<file path="src/rtl/nirt_pkg.sv">
// Types and constants of the NEC infrared frame transmitter.
`default_nettype none
package nirt_pkg;

   typedef enum logic [2:0] {
      PH_IDLE       = 3'd0,
      PH_LEAD_MARK  = 3'd1,
      PH_LEAD_SPACE = 3'd2,
      PH_BIT_MARK   = 3'd3,
      PH_BIT_SPACE  = 3'd4,
      PH_STOP_MARK  = 3'd5
   } phase_type;

   localparam int CSR_INDEX_W = 3;
   localparam int CSR_DATA_W  = 16;

   localparam logic [CSR_INDEX_W-1:0] CSR_CARRIER_HALF = 3'd0;
   localparam logic [CSR_INDEX_W-1:0] CSR_LEAD_MARK    = 3'd1;
   localparam logic [CSR_INDEX_W-1:0] CSR_LEAD_SPACE   = 3'd2;
   localparam logic [CSR_INDEX_W-1:0] CSR_BIT_MARK     = 3'd3;
   localparam logic [CSR_INDEX_W-1:0] CSR_UNIT         = 3'd4;
   localparam logic [CSR_INDEX_W-1:0] CSR_LSB_FIRST    = 3'd5;

   localparam logic [7:0]  RST_CARRIER_HALF = 8'd13;
   localparam logic [9:0]  RST_LEAD_MARK    = 10'd346;
   localparam logic [15:0] RST_LEAD_SPACE   = 16'd4500;
   localparam logic [7:0]  RST_BIT_MARK     = 8'd21;
   localparam logic [13:0] RST_UNIT         = 14'd562;
   localparam logic        RST_LSB_FIRST    = 1'b1;

   localparam logic [5:0]  FRAME_BITS = 6'd32;

   typedef struct packed {
      logic [7:0]  carrier_half_ticks;
      logic [9:0]  leader_mark_cycles;
      logic [15:0] leader_space_ticks;
      logic [7:0]  bit_mark_cycles;
      logic [13:0] unit_ticks;
      logic        lsb_first;
   } cfg_type;

   typedef struct packed {
      phase_type   phase;
      logic [31:0] frame_bits;
      logic [5:0]  bits_left;
      logic [15:0] tick_count;
      logic [9:0]  cycle_count;
      logic        carrier_on;
   } state_type;

   typedef struct packed {
      logic led_level;
      logic busy_res;
      logic done_res;
   } result_type;

endpackage
`default_nettype wire

</file>
<file path="src/rtl/nirt_step.sv">
// One step of the frame sequencer: state and item in, next state and result out.
`default_nettype none
module nirt_step (
   input  nirt_pkg::cfg_type    cfg,
   input  nirt_pkg::state_type  cur,
   input  logic                 tick,
   input  logic                 start_req,
   input  logic [7:0]           address,
   input  logic [7:0]           command,
   output nirt_pkg::state_type  nxt,
   output nirt_pkg::result_type res
);
   import nirt_pkg::*;

   logic [15:0] tick_inc;
   logic [9:0]  cycle_inc;
   logic [9:0]  mark_cycles;
   logic        half_hit;
   logic        mark_end;
   logic [4:0]  bit_num;
   logic [4:0]  bit_pos;
   logic        cur_bit;
   logic [15:0] space_limit;
   logic        space_end;
   logic        is_mark;
   logic        stop_end;
   phase_type   nxt_phase;

   assign tick_inc    = cur.tick_count + 16'd1;
   assign cycle_inc   = cur.cycle_count + 10'd1;
   assign mark_cycles = (cur.phase == PH_LEAD_MARK) ? cfg.leader_mark_cycles
                                                    : {2'b00, cfg.bit_mark_cycles};
   assign half_hit    = tick_inc >= {8'h00, cfg.carrier_half_ticks};
   assign mark_end    = half_hit && !cur.carrier_on && (cycle_inc >= mark_cycles);

   // bit index within the frame; MSB-first mirrors the index inside each byte
   assign bit_num = 5'(FRAME_BITS - cur.bits_left);
   assign bit_pos = {bit_num[4:3], cfg.lsb_first ? bit_num[2:0] : ~bit_num[2:0]};
   assign cur_bit = cur.frame_bits[bit_pos];

   always_comb begin
      if (cur.phase == PH_LEAD_SPACE) begin
         space_limit = cfg.leader_space_ticks;
      end else if (cur_bit) begin
         space_limit = {1'b0, cfg.unit_ticks, 1'b0} + {2'b00, cfg.unit_ticks};
      end else begin
         space_limit = {2'b00, cfg.unit_ticks};
      end
   end
   assign space_end = tick_inc >= space_limit;

   assign is_mark  = (cur.phase == PH_LEAD_MARK) || (cur.phase == PH_BIT_MARK) ||
                     (cur.phase == PH_STOP_MARK);
   assign stop_end = (cur.phase == PH_STOP_MARK) && tick && mark_end;

   // next phase
   always_comb begin
      nxt_phase = cur.phase;
      unique case (cur.phase)
         PH_IDLE: begin
            if (start_req) nxt_phase = PH_LEAD_MARK;
         end
         PH_LEAD_MARK: begin
            if (tick && mark_end) nxt_phase = PH_LEAD_SPACE;
         end
         PH_LEAD_SPACE: begin
            if (tick && space_end) nxt_phase = PH_BIT_MARK;
         end
         PH_BIT_MARK: begin
            if (tick && mark_end) nxt_phase = PH_BIT_SPACE;
         end
         PH_BIT_SPACE: begin
            if (tick && space_end) begin
               nxt_phase = (cur.bits_left == 6'd1) ? PH_STOP_MARK : PH_BIT_MARK;
            end
         end
         PH_STOP_MARK: begin
            if (tick && mark_end) nxt_phase = PH_IDLE;
         end
         // unused codes behave as idle, start included
         default: nxt_phase = start_req ? PH_LEAD_MARK : PH_IDLE;
      endcase
   end

   // counters, carrier and frame data
   always_comb begin
      nxt       = cur;
      nxt.phase = nxt_phase;
      if (is_mark) begin
         if (tick) begin
            nxt.tick_count = half_hit ? 16'd0 : tick_inc;
            if (half_hit) begin
               if (cur.carrier_on) begin
                  nxt.carrier_on = 1'b0;
               end else begin
                  nxt.cycle_count = cycle_inc;
                  nxt.carrier_on  = !mark_end;
                  if (stop_end) nxt.cycle_count = 10'd0;
               end
            end
         end
      end else if ((cur.phase == PH_LEAD_SPACE) || (cur.phase == PH_BIT_SPACE)) begin
         if (tick) begin
            nxt.tick_count = tick_inc;
            if (space_end) begin
               nxt.tick_count  = 16'd0;
               nxt.cycle_count = 10'd0;
               nxt.carrier_on  = 1'b1;
               nxt.bits_left   = (cur.phase == PH_LEAD_SPACE) ? FRAME_BITS
                                                              : cur.bits_left - 6'd1;
            end
         end
      end else begin
         nxt.carrier_on = 1'b0;
         if (start_req) begin
            nxt.frame_bits  = {~command, command, ~address, address};
            nxt.bits_left   = 6'd0;
            nxt.tick_count  = 16'd0;
            nxt.cycle_count = 10'd0;
            nxt.carrier_on  = 1'b1;
         end
      end
   end

   // result of the step
   always_comb begin
      res.led_level = nxt.carrier_on;
      res.busy_res  = nxt.phase != PH_IDLE;
      res.done_res  = stop_end;
   end

endmodule
`default_nettype wire

</file>
<file path="src/rtl/nec_ir_frame_transmitter_core.sv">
// NEC infrared frame transmitter: input register, sequencer step, result register.
// An accepted item waits in the input register until the result register is free; its result is then registered.
// Throughput: one item per cycle while rsp_stall does not hold the result; the sequencer state loops through state_ff.
// Stalls: rsp_stall holds the result register and backs up into req_stall.
// Reset (synchronous): idle, both item registers empty, registers at their defaults.
// csr_ready is always high; a write lands at the edge of its handshake.
`default_nettype none
module nec_ir_frame_transmitter_core (
   input  logic                             clock,
   input  logic                             reset,
   input  logic                             req_valid,
   output logic                             req_stall,
   input  logic                             req_tick,
   input  logic                             req_start_req,
   input  logic [7:0]                       req_address,
   input  logic [7:0]                       req_command,
   output logic                             rsp_valid,
   input  logic                             rsp_stall,
   output logic                             rsp_led_level,
   output logic                             rsp_busy_res,
   output logic                             rsp_done_res,
   input  logic                             csr_valid,
   output logic                             csr_ready,
   input  logic [nirt_pkg::CSR_INDEX_W-1:0] csr_index,
   input  logic [nirt_pkg::CSR_DATA_W-1:0]  csr_wdata
);
   import nirt_pkg::*;

   cfg_type    cfg_ff;
   state_type  state_ff;
   state_type  state_in;
   result_type step_res;
   result_type res_ff;
   logic       in_valid_ff;
   logic       out_valid_ff;
   logic       tick_ff;
   logic       start_ff;
   logic [7:0] address_ff;
   logic [7:0] command_ff;
   logic       out_free;
   logic       advance;
   logic       take_in;

   assign out_free  = !out_valid_ff || !rsp_stall;
   assign advance   = in_valid_ff && out_free;
   assign take_in   = req_valid && !req_stall;
   assign req_stall = in_valid_ff && !out_free;
   assign csr_ready = 1'b1;

   always_ff @(posedge clock) begin
      if (reset) begin
         cfg_ff.carrier_half_ticks <= RST_CARRIER_HALF;
         cfg_ff.leader_mark_cycles <= RST_LEAD_MARK;
         cfg_ff.leader_space_ticks <= RST_LEAD_SPACE;
         cfg_ff.bit_mark_cycles    <= RST_BIT_MARK;
         cfg_ff.unit_ticks         <= RST_UNIT;
         cfg_ff.lsb_first          <= RST_LSB_FIRST;
      end else if (csr_valid && csr_ready) begin
         unique case (csr_index)
            CSR_CARRIER_HALF: cfg_ff.carrier_half_ticks <= csr_wdata[7:0];
            CSR_LEAD_MARK:    cfg_ff.leader_mark_cycles <= csr_wdata[9:0];
            CSR_LEAD_SPACE:   cfg_ff.leader_space_ticks <= csr_wdata;
            CSR_BIT_MARK:     cfg_ff.bit_mark_cycles    <= csr_wdata[7:0];
            CSR_UNIT:         cfg_ff.unit_ticks         <= csr_wdata[13:0];
            CSR_LSB_FIRST:    cfg_ff.lsb_first          <= csr_wdata[0];
            default: ;
         endcase
      end
   end

   // input register
   always_ff @(posedge clock) begin
      if (reset) begin
         in_valid_ff <= 1'b0;
      end else if (take_in) begin
         in_valid_ff <= 1'b1;
      end else if (advance) begin
         in_valid_ff <= 1'b0;
      end
   end

   always_ff @(posedge clock) begin
      if (take_in) begin
         tick_ff    <= req_tick;
         start_ff   <= req_start_req;
         address_ff <= req_address;
         command_ff <= req_command;
      end
   end

   nirt_step u_step (
      .cfg       (cfg_ff),
      .cur       (state_ff),
      .tick      (tick_ff),
      .start_req (start_ff),
      .address   (address_ff),
      .command   (command_ff),
      .nxt       (state_in),
      .res       (step_res)
   );

   always_ff @(posedge clock) begin
      if (reset) begin
         state_ff <= '{phase: PH_IDLE, default: '0};
      end else if (advance) begin
         state_ff <= state_in;
      end
   end

   // result register
   always_ff @(posedge clock) begin
      if (reset) begin
         out_valid_ff <= 1'b0;
      end else if (advance) begin
         out_valid_ff <= 1'b1;
      end else if (!rsp_stall) begin
         out_valid_ff <= 1'b0;
      end
   end

   always_ff @(posedge clock) begin
      if (advance) res_ff <= step_res;
   end

   assign rsp_valid     = out_valid_ff;
   assign rsp_led_level = res_ff.led_level;
   assign rsp_busy_res  = res_ff.busy_res;
   assign rsp_done_res  = res_ff.done_res;

endmodule
`default_nettype wire

</file>
<file path="config.mk">
export PLATFORM = sky130hd
export DESIGN_NAME = nec_ir_frame_transmitter_core
export DESIGN_NICKNAME = d
export VERILOG_FILES = /design/src/rtl/nirt_pkg.sv /design/src/rtl/nirt_step.sv /design/src/rtl/nec_ir_frame_transmitter_core.sv
export SDC_FILE = /design/constraint.sdc
export NUM_CORES = 1
export LEC_CHECK = 0
export BUFFER_PORTS_ARGS = -buffer_cell sky130_fd_sc_hd__buf_2
export CAP_MARGIN = 20
export CORE_MARGIN = 10
export CORE_UTILIZATION = 60
export CTS_CLUSTER_DIAMETER = 120
export DETAILED_ROUTE_END_ITERATION = 12
export PLACE_DENSITY_LB_ADDON = 0.08
export REMOVE_ABC_BUFFERS = 1
export SLEW_MARGIN = 20
export SYNTH_ARGS = -nofsm -noshare
export SYNTH_HDL_FRONTEND = slang
export SYNTH_SLANG_ARGS = --single-unit
export TNS_END_PERCENT = 5
</file>
<file path="constraint.sdc">
create_clock -name clock -period 5.9 [get_ports clock]
set_input_delay 0.295 -clock clock [delete_from_list [all_inputs] [get_ports clock]]
set_output_delay 0.295 -clock clock [all_outputs]
set_load 0.05 [all_outputs]
</file>
==> run_results.csv, run 1 <==
group,metric,value,unit
run_status,outcome,"finished, final reports clean",
power_and_ir_drop,p_switching,0.607,mW
sta,maxSlewViolCount,0,
logic_synthesis,synth_top_flop_cell,"dfxtp_1",
sta,setup_tns,0,ns
critical_path,endpoint_kind,"register",
critical_path,cp.required,6.25,ns
flow_run,drv_cap,0,
cells_and_area,area_growth,11.3,%
power_and_ir_drop,p_comb_share,9.1,%
power_and_ir_drop,worst_ir_drop_vdd,0.234,mV
floorplan,die_h,136,µm
sta,setup_slack,0.403,ns
logic_synthesis,synth_cell_types,72,
logic_synthesis,synth_largest_area_cell,"dfxtp_1",
floorplan,boundaryPins,48,
power_and_ir_drop,p_sw_share,25.4,%
place,post-place-ws,0.437,ns
global_route,antenna_found_initial,0,
sta,slew_headroom,49.4,%
logic_synthesis,yosys_warnings,0,
cells_and_area,nets,1080,
floorplan,num_rows,42,
power_and_ir_drop,p_total,2.39,mW
place,dp_cells,1142,
clock_network,path_clk_slew,0.07,ns
detailed_routing,num_vias,6905,
floorplan,start_util,61.4,%
logic_synthesis,synth_common_cells,"nand2_1 (190), dfxtp_1 (127), a21oi_1 (93), nor2_1 (79), ha_1 (52)",
detailed_routing,wl,19400,µm
sta,min_period_over_period,93.2,%
power_and_ir_drop,p_int,1.79,mW
cells_and_area,final_cells,1174,
cells_and_area,fin_util,68.3,%
global_route,grt_pass1_wl,32200,µm
clock_network,clock-sinks,148,
clock_network,numCtsBuffers,17,
cells_and_area,drive_above_1_share,10.7,%
logic_synthesis,ys_seq_elements,148,
clock_network,tritoncts,"yes",
detailed_routing,drcViolationCount,0,
logic_synthesis,async_reset_ff_share,0,%
clock_network,cts_max_level,4,
worst_hold_path,hold_path_class,"in -> reg",
clock_network,cts_buffer_depth,2,
logic_synthesis,synth_edf_count,21,
global_route,grt_max_degree,45,
power_and_ir_drop,powerDensity,265,mW/mm²
place,gp_congestion,0.899,
logic_synthesis,avgSynthCellArea,8.47,µm²
sta,final_hold_viol_count,0,
sta,fmax,182,MHz
sta,finClkSkew,0.0115,ns
detailed_routing,vias_per_cell,5.88,
critical_path,crit_arrival,5.85,ns
clock_network,cts_resized,0,
detailed_routing,drtAntennaViolNets,0,
global_route,grt_pass1_vias,6422,
power_and_ir_drop,p_leak,3.77,nW
clock_network,clock-root-buffer,"clkbuf_16",
clock_network,cts_hold_buf,0,
logic_synthesis,synth_top_area_share,31.3,%
global_route,gr-total-overflow,0,
sta,fin_crit,5.50,ns
power_and_ir_drop,p_clk_share,45.8,%
critical_path,startpoint_type,"register",
sta,worstMarginPinSlew,0.759,ns
sta,rsz0062_at_grt,"no",
clock_network,worstSkewPairLatency,0.44,ns
clock_network,post_cts_buffers,0,
logic_synthesis,synth_most_common_cell,"nand2_1",
logic_synthesis,seq_area_frac_synth,39.0,%
floorplan,dieWidth,136,µm
critical_path,path_class,"reg -> reg",
logic_synthesis,synth.area.top_cells,"dfxtp_1 (31%), nand2_1 (8.8%), ha_1 (8.0%)",
place,port_buffers,46,
global_route,grt_use_total,21.5,%
detailed_routing,firstDrtPassIters,5,
detailed_routing,wl_per_cell,16.5,µm
detailed_routing,drt_iter0_markers,478,
critical_path,critPathMaxFanout,19,
floorplan,coreArea,0.0132,mm²
logic_synthesis,syn-cell-area,0.00813,mm²
cells_and_area,num_antenna_cells,0,
place,place_hpwl,13900,µm
logic_synthesis,syn_inst,960,
floorplan,dieArea,0.0186,mm²
power_and_ir_drop,seqPwrFrac,45.0,%
sta,finalSetupViolations,0,
-- cells in the final DEF (no fill, tap or decap), drive strengths merged, types with 3 or more instances in the layout --
cell type    n
nand2      190
dfxtp      127
a21oi       93
nor2        79
buf         55
ha          52
nand3       47
inv         27
xnor2       26
o21ai       25
edfxtp      21
clkbuf      21
mux2i       20
a21o        18
nor3        17
and3        15
nand4       15
xor2        12
o211ai      11
a22oi       11
mux4        10
nand2b       8
and2         8
a31oi        7
or2          7
clkinv       6
a211o        5
o21a         4
o31ai        4
nor2b        4
nor3b        4
o21bai       4
a211oi       3
o31a         3
and4         3
o2111ai      3
-- worst max-delay path, cell delays in order (launching register included) --
cell,delay (ns)
dfxtp_1,0.38
xnor2_2,0.55
mux4_1,0.66
mux4_2,0.51
mux2i_4,0.33
buf_4,0.30
nand2_1,0.08
o211ai_1,0.09
o21ai_1,0.09
ha_1,0.30
a2111oi_0,0.36
o21ai_1,0.18
a2111o_1,0.50
a21o_1,0.24
a311oi_4,0.52
o21ba_1,0.22
o22ai_1,0.11
-- path summary, 6_finish.rpt --
| kind | from | end | slack (ns) | cells past startpoint |
|---|---|---|---|---|
| setup / recovery | cfg_ff[0]$_SDFFE_PP1P_ | state_ff[5]$_SDFFE_PP0P_ | 0.40 | 16 |
| hold / removal | req_command[6] | command_ff[6]$_DFFE_PP_ | 0.03 | 1 |
| setup reg to reg | cfg_ff[0]$_SDFFE_PP1P_ | state_ff[5]$_SDFFE_PP0P_ | 0.40 | 16 |
| hold reg to reg | state_ff[10]$_SDFFE_PP0P_ | state_ff[10]$_SDFFE_PP0P_ | 0.46 | 2 |
-- power by group through the flow --
stage,registers [mW],logic [mW],clock network (mW)
global placement,1.10,0.212,0
CTS,1.08,0.219,1.11
global route,1.08,0.245,1.16
finish,1.08,0.219,1.10
detailed placement,1.10,0.217,0
floorplan,1.10,0.139,0
-- per-stage QoR --
stage | area (µm²) | hold slack [ns]
2_1_floorplan | 7920 | 0.364
3_3_place_gp | 8440 | 0.437
3_5_place_dp | 8440 | 0.446
4_1_cts | 9050 | 0.0192
5_1_grt | 9050 | 0.0205
6_report | 9050 | 0.0288
-- cells by family (layout without fill, tap and decap cells) --
group	Yosys count	count (layout)	share of synthesized area [%]
simple gates	407	407	22.5
flops	148	148	39.0
other cells	1	1	0.0461
fa+ha+maj	53	53	8.25
mux	31	31	5.80
buf+inv	73	111	3.65
compound gates	209	209	16.5
xor+xnor	38	38	4.19
-- registers in the layout (all words and copies together), names as in the netlist --
register and count:
state_ff 68, cfg_ff 57, address_ff 8, command_ff 8
in_valid_ff 1, rsp_busy_res 1, rsp_done_res 1, rsp_led_level 1
rsp_valid 1, start_ff 1, tick_ff 1
-- cell type report --
type                       count  area [µm²]
clock buffer                  21         493
clock inverter                11         115
fill                        1152        4190
inverter                      24        90.1
multi-input combinational    739        4660
sequential                   148        3170
tap                          176         220
timing repair buffer          55         298
-- routing by layer --
layer	global-route usage (%)	vias to the layer above	wire, µm
met2	34.4	219	9120
met5	0	-	0
met1	27.8	3198	8680
li1	-	3459	-
met4	7.40	0	395
met3	5.02	29	1210
Power figures use the tool's default switching activity.
==> run 2: changes to the inputs <==
--- a/config.mk
+++ b/config.mk
@@ -8,12 +8,12 @@
 export BUFFER_PORTS_ARGS = -buffer_cell sky130_fd_sc_hd__buf_2
 export CAP_MARGIN = 20
 export CORE_MARGIN = 10
-export CORE_UTILIZATION = 60
+export CORE_UTILIZATION = 40
 export CTS_CLUSTER_DIAMETER = 120
 export DETAILED_ROUTE_END_ITERATION = 12
 export PLACE_DENSITY_LB_ADDON = 0.08
 export REMOVE_ABC_BUFFERS = 1
-export SLEW_MARGIN = 20
+export SLEW_MARGIN = 0
 export SYNTH_ARGS = -nofsm -noshare
 export SYNTH_HDL_FRONTEND = slang
 export SYNTH_SLANG_ARGS = --single-unit
==> run_results.csv, run 2 (synthesis gave the netlist of run 1 again) <==
group,metric,value,unit
run_status,outcome,"finished, final reports clean",
flow_run,drv_cap,0,
detailed_routing,drtAntennaViolNets,0,
critical_path,startpoint_type,"register",
detailed_routing,drt_iter0_markers,381,
power_and_ir_drop,worst_ir_drop_vdd,0.176,mV
critical_path,cpPeakStageDelay,0.51,ns
sta,worstMarginPinSlew,1.06,ns
power_and_ir_drop,p_clk_share,47.2,%
critical_path,crit_start,"state_ff[27]$_SDFFE_PP0P_",
power_and_ir_drop,p_total,2.46,mW
place,gp_congestion,0.843,
sta,maxSlewViolCount,0,
floorplan,coreArea,0.0201,mm²
critical_path,endpoint_kind,"register",
worst_hold_path,whs_path_depth,1,
sta,setup_tns,0,ns
power_and_ir_drop,p_switching,0.638,mW
power_and_ir_drop,p_sw_share,25.9,%
cells_and_area,reg_top3,"state_ff (68), cfg_ff (57)",
place,post-place-ws,0.381,ns
critical_path,r2r-end,"state_ff[5]$_SDFFE_PP0P_",
sta,finalSetupViolations,0,
power_and_ir_drop,seqPwrFrac,43.7,%
clock_network,worstSkewPairLatency,0.43,ns
cells_and_area,top_register,"state_ff",
critical_path,worstPathCellList,"inv_1, ha_1, xnor2_1, buf_4, mux4_2, mux4_2, mux2i_4, buf_4, o211ai_1, o21ai_1, ha_1, a2111oi_0, o21ai_1, a2111o_1, a21o_1, a311oi_4, buf_4, o21ba_1, o22ai_1",
critical_path,worstReg2RegStart,"state_ff[27]$_SDFFE_PP0P_",
critical_path,cp_common_cell,"buf_4",
detailed_routing,drcViolationCount,0,
clock_network,cts_hold_buf,0,
critical_path,reg2reg_depth,19,
cells_and_area,num_antenna_cells,0,
clock_network,cts_buffer_depth,2,
critical_path,critPathTopFamily,"compound AO/OA/AOI/OAI gates",
worst_hold_path,hold_path_class,"in -> reg",
global_route,antenna_found_initial,0,
sta,finClkSkew,0.00980,ns
sta,min_period_over_period,90.8,%
floorplan,boundaryPins,48,
cells_and_area,area_growth,13.5,%
cells_and_area,mostFrequentLayoutCells,"nand2_1 (190), dfxtp_1 (127), a21oi_1 (93)",
floorplan,dieWidth,163,µm
global_route,gr-total-overflow,0,
cells_and_area,fillers,2013,
clock_network,path_clk_slew,0.07,ns
cells_and_area,fin_util,45.9,%
global_route,grt_pass1_wl,33100,µm
critical_path,crit_arrival,5.70,ns
critical_path,crit_slowest_cell,"mux4_2",
place,place_hpwl,14700,µm
sta,fin_crit,5.36,ns
cells_and_area,drive_above_1_share,11.1,%
critical_path,cp.buffers_inverters,4,
global_route,grt_max_degree,64,
power_and_ir_drop,p_comb_share,9.0,%
detailed_routing,firstDrtPassIters,5,
floorplan,dieArea,0.0264,mm²
critical_path,critPathMaxFanout,18,
floorplan,start_util,40.4,%
place,port_buffers,46,
power_and_ir_drop,p_int,1.83,mW
sta,setup_slack,0.540,ns
critical_path,r2r_slack,0.54,ns
sta,hold_slack,0.0372,ns
clock_network,numCtsBuffers,17,
place,dp_cells,1236,
power_and_ir_drop,p_leak,3.80,nW
sta,slew_headroom,29.0,%
detailed_routing,vias_per_cell,5.24,
sta,fmax,187,MHz
global_route,grt_use_total,15.4,%
global_route,grt_pass1_vias,6373,
place,placed_cell_area,0.00857,mm²
detailed_routing,num_vias,6660,
cells_and_area,largest_reg_flops,68,
floorplan,die_h,163,µm
worst_hold_path,whs_endpoint,"address_ff[0]$_DFFE_PP_",
sta,final_hold_viol_count,0,
detailed_routing,wl,20300,µm
critical_path,path_class,"reg -> reg",
clock_network,tritoncts,"yes",
sta,rsz0062_at_grt,"no",
critical_path,cp.required,6.24,ns
clock_network,cts_max_level,4,
floorplan,num_rows,52,
cells_and_area,nets,1082,
cells_and_area,mostFrequentLayoutCell,"nand2_1",
worst_hold_path,min-delay-start,"req_address[0]",
cells_and_area,final_cells,1270,
detailed_routing,wl_per_cell,16.0,µm
cells_and_area,final_area,0.00923,mm²
clock_network,clock-sinks,148,
power_and_ir_drop,powerDensity,267,mW/mm²
clock_network,clock-root-buffer,"clkbuf_16",
==> run 2: changes by cell type in the layout (fill, tap and decap cells not counted), moves of 2 or more <==
cell       change
buf_4          +3
clkbuf_16      -2
clkinv_4       -3
inv_6          +4
inv_8          +2
bufinv_16      +2
==> run 2: power groups by stage <==
stage,sequential [mW],combinational [mW],clock [mW]
finish,1.08,0.223,1.16
global route,1.08,0.251,1.24
CTS,1.08,0.224,1.20
detailed placement,1.10,0.223,0
global placement,1.10,0.221,0
floorplan,1.10,0.139,0
==> run 2: worst max path at each step <==
stage | to | slack (ns) | depth (start not counted)
after floorplan | state_ff[5]$_SDFFE_PP0P_ | 0.64 | 18
after global placement | state_ff[5]$_SDFFE_PP0P_ | 0.49 | 15
after detailed placement | state_ff[5]$_SDFFE_PP0P_ | 0.38 | 17
after CTS | state_ff[5]$_SDFFE_PP0P_ | 0.32 | 17
after global routing | state_ff[13]$_SDFFE_PP0P_ | 0.12 | 18
final | state_ff[5]$_SDFFE_PP0P_ | 0.54 | 19
==> run 2: area by class of cell <==
| class | count | area (µm²) | share of cell area [%] |
|---|---|---|---|
| clock buffers | 17 | 425 | 4.61 |
| clock inverters | 15 | 210 | 2.28 |
| inverters | 24 | 90.1 | 0.976 |
| multi-input cells | 739 | 4680 | 50.7 |
| flip-flops and latches | 148 | 3170 | 34.4 |
| well taps | 270 | 338 | 3.66 |
| repair buffers | 57 | 315 | 3.42 |
==> run 2: worst reg2reg max path, cell delays in order, from the launching register on <==
cell	delay, ns
dfxtp_1	0.50
inv_1	0.10
ha_1	0.35
xnor2_1	0.14
buf_4	0.19
mux4_2	0.31
mux4_2	0.51
mux2i_4	0.37
buf_4	0.29
o211ai_1	0.12
o21ai_1	0.12
ha_1	0.26
a2111oi_0	0.37
o21ai_1	0.19
a2111o_1	0.51
a21o_1	0.26
a311oi_4	0.20
buf_4	0.20
o21ba_1	0.16
o22ai_1	0.12
==> run 2: routing by layer <==
layer  vias up  GRT usage, %  share of wire, %
li1       3467             -                 -
met1      3085          21.4                52
met2        88          23.7                44
met3        20          2.88               2.9
met4         0          5.04               1.6
met5         -             0                 0
==> run 2: what timing repair did <==
| action | in CTS | in global routing |
|---|---|---|
| hold endpoints to repair | 0 | 0 |
| gates resized for setup | 0 | 1 |
| setup endpoints to repair | 0 | 1 |
| buffers inserted | 0 | 2 |
==> run 3: changes to the inputs <==
--- a/config.mk
+++ b/config.mk
@@ -8,7 +8,7 @@
 export BUFFER_PORTS_ARGS = -buffer_cell sky130_fd_sc_hd__buf_2
 export CAP_MARGIN = 20
 export CORE_MARGIN = 10
-export CORE_UTILIZATION = 40
+export CORE_UTILIZATION = 60
 export CTS_CLUSTER_DIAMETER = 120
 export DETAILED_ROUTE_END_ITERATION = 12
 export PLACE_DENSITY_LB_ADDON = 0.08
==> run_results.csv, run 3 (synthesis gave the netlist of run 1 again) <==
group,metric,value,unit
detailed_routing,met2WireLength,9070,µm
cells_and_area,mostFrequentLayoutCell,"nand2_1",
critical_path,worst-path-stages,16,
clock_network,tritoncts,"yes",
critical_path,endpoint_kind,"register",
cells_and_area,fillers,1150,
cells_and_area,mostFrequentLayoutCells,"nand2_1 (190), dfxtp_1 (127), a21oi_1 (93)",
clock_network,numCtsBuffers,17,
sta,fmax,181,MHz
floorplan,die_h,136,µm
floorplan,num_rows,42,
power_and_ir_drop,powerDensity,264,mW/mm²
floorplan,start_util,61.4,%
critical_path,crit_start,"cfg_ff[0]$_SDFFE_PP1P_",
critical_path,crit_slowest_cell,"mux4_1",
cells_and_area,nets,1081,
critical_path,r2r_slack,0.39,ns
detailed_routing,drt_iter0_markers,504,
power_and_ir_drop,p_switching,0.607,mW
clock_network,cts_max_level,4,
power_and_ir_drop,p_int,1.79,mW
clock_network,cts_resized,0,
global_route,antenna_found_initial,0,
flow_run,drv_cap,0,
sta,setup_tns,0,ns
power_and_ir_drop,p_sw_share,25.4,%
clock_network,post_cts_buffers,0,
place,post-place-ws,0.437,ns
critical_path,critPathTopFamily,"compound AO/OA/AOI/OAI gates",
sta,fin_crit,5.51,ns
detailed_routing,wl_per_cell,16.5,µm
detailed_routing,wl_met1,8840,µm
floorplan,coreArea,0.0132,mm²
critical_path,r2r-end,"state_ff[5]$_SDFFE_PP0P_",
critical_path,worstReg2RegStart,"cfg_ff[0]$_SDFFE_PP1P_",
power_and_ir_drop,p_clk_share,45.8,%
critical_path,cp.required,6.25,ns
global_route,grt_max_degree,45,
clock_network,cts_hold_buf,0,
floorplan,boundaryPins,48,
place,gp_congestion,0.899,
detailed_routing,highest_layer,"met4",
global_route,grt_pass1_wl,32200,µm
sta,worstMarginPinSlew,0.753,ns
critical_path,crit_arrival,5.86,ns
floorplan,dieArea,0.0186,mm²
cells_and_area,drive_above_1_share,10.7,%
floorplan,dieWidth,136,µm
detailed_routing,vias_per_cell,5.83,
cells_and_area,area_growth,11.4,%
clock_network,clock-root-buffer,"clkbuf_16",
critical_path,path_class,"reg -> reg",
detailed_routing,num_vias,6854,
critical_path,reg2reg_depth,16,
sta,slew_headroom,49.8,%
power_and_ir_drop,p_comb_share,9.2,%
clock_network,path_clk_slew,0.07,ns
critical_path,cp.buffers_inverters,1,
cells_and_area,final_area,0.00906,mm²
detailed_routing,met3WireLength,1080,µm
power_and_ir_drop,seqPwrFrac,45.0,%
critical_path,cpPeakStageDelay,0.66,ns
clock_network,cts_buffer_depth,2,
detailed_routing,drtAntennaViolNets,0,
sta,min_period_over_period,93.4,%
power_and_ir_drop,p_leak,3.77,nW
critical_path,startpoint_type,"register",
cells_and_area,num_antenna_cells,0,
cells_and_area,reg_top3,"state_ff (68), cfg_ff (57)",
power_and_ir_drop,worst_ir_drop_vdd,0.234,mV
place,placed_cell_area,0.00844,mm²
run_status,outcome,"finished, final reports clean",
place,dp_cells,1142,
sta,finClkSkew,0.0112,ns
sta,rsz0062_at_grt,"no",
cells_and_area,fin_util,68.4,%
sta,finalSetupViolations,0,
clock_network,worstSkewPairLatency,0.43,ns
power_and_ir_drop,p_total,2.40,mW
detailed_routing,firstDrtPassIters,6,
critical_path,cp_common_cell,"o21ai_1",
detailed_routing,drcViolationCount,0,
cells_and_area,final_cells,1175,
sta,hold_slack,0.0296,ns
clock_network,clock-sinks,148,
cells_and_area,largest_reg_flops,68,
critical_path,crit_end,"state_ff[5]$_SDFFE_PP0P_",
critical_path,critPathMaxFanout,19,
worst_hold_path,min-delay-start,"req_command[6]",
critical_path,worstPathCellList,"xnor2_2, mux4_1, mux4_2, mux2i_4, buf_4, nand2_1, o211ai_1, o21ai_1, ha_1, a2111oi_0, o21ai_1, a2111o_1, a21o_1, a311oi_4, o21ba_1, o22ai_1",
sta,maxSlewViolCount,0,
cells_and_area,top_register,"state_ff",
sta,final_hold_viol_count,0,
worst_hold_path,hold_path_class,"in -> reg",
detailed_routing,wl,19400,µm
place,port_buffers,46,
global_route,grt_pass1_vias,6422,
place,place_hpwl,13900,µm
global_route,grt_use_total,21.5,%
global_route,gr-total-overflow,0,
sta,setup_slack,0.390,ns
-- run 3: changes by cell type in the layout (fill, tap and decap cells not counted), moves of 2 or more --
cell / change
clkinv_4: +3
inv_8: -2
buf_4: -2
clkbuf_16: +2
inv_6: -4
bufinv_16: -2
-- run 3: cell type report --
| cell class | count | area (µm²) | share of cell area, % |
|---|---|---|---|
| flip-flops and latches | 148 | 3170 | 35.0 |
| clock buffers | 21 | 493 | 5.44 |
| inverters | 24 | 90.1 | 0.995 |
| repair buffers | 56 | 305 | 3.37 |
| well taps | 176 | 220 | 2.43 |
| clock inverters | 11 | 115 | 1.27 |
| multi-input cells | 739 | 4660 | 51.5 |
-- run 3: power by group through the flow --
| stage | combinational, mW | sequential (mW) | clock [mW] |
|---|---|---|---|
| after detailed placement | 0.217 | 1.10 | 0 |
| after global routing | 0.246 | 1.08 | 1.16 |
| final | 0.220 | 1.08 | 1.10 |
| after floorplan | 0.139 | 1.10 | 0 |
| after CTS | 0.219 | 1.08 | 1.11 |
| after global placement | 0.212 | 1.10 | 0 |
-- run 3: worst min-delay path by stage --
stage                                end  slack (ns)  cells past startpoint
6_report         command_ff[6]$_DFFE_PP_        0.03                      1
5_1_grt          command_ff[6]$_DFFE_PP_        0.02                      1
4_1_cts               start_ff$_DFFE_PP_        0.02                      1
3_5_place_dp   state_ff[10]$_SDFFE_PP0P_        0.45                      2
3_3_place_gp   state_ff[10]$_SDFFE_PP0P_        0.44                      2
2_1_floorplan    cfg_ff[11]$_SDFFE_PP0P_        0.36                      1
-- run 3: worst reg2reg max path, cell delays in order, from the launching register on --
cell and delay, ns:
dfxtp_1 0.37, xnor2_2 0.55, mux4_1 0.66, mux4_2 0.51
mux2i_4 0.33, buf_4 0.30, nand2_1 0.08, o211ai_1 0.09
o21ai_1 0.09, ha_1 0.30, a2111oi_0 0.36, o21ai_1 0.18
a2111o_1 0.50, a21o_1 0.24, a311oi_4 0.52, o21ba_1 0.22
o22ai_1 0.11
-- run 3: metal layers --
layer | track usage [%] | vias to the layer above
li1 | - | 3453
met1 | 27.8 | 3195
met2 | 34.4 | 176
met3 | 5.02 | 30
met4 | 7.40 | 0
met5 | 0 | -
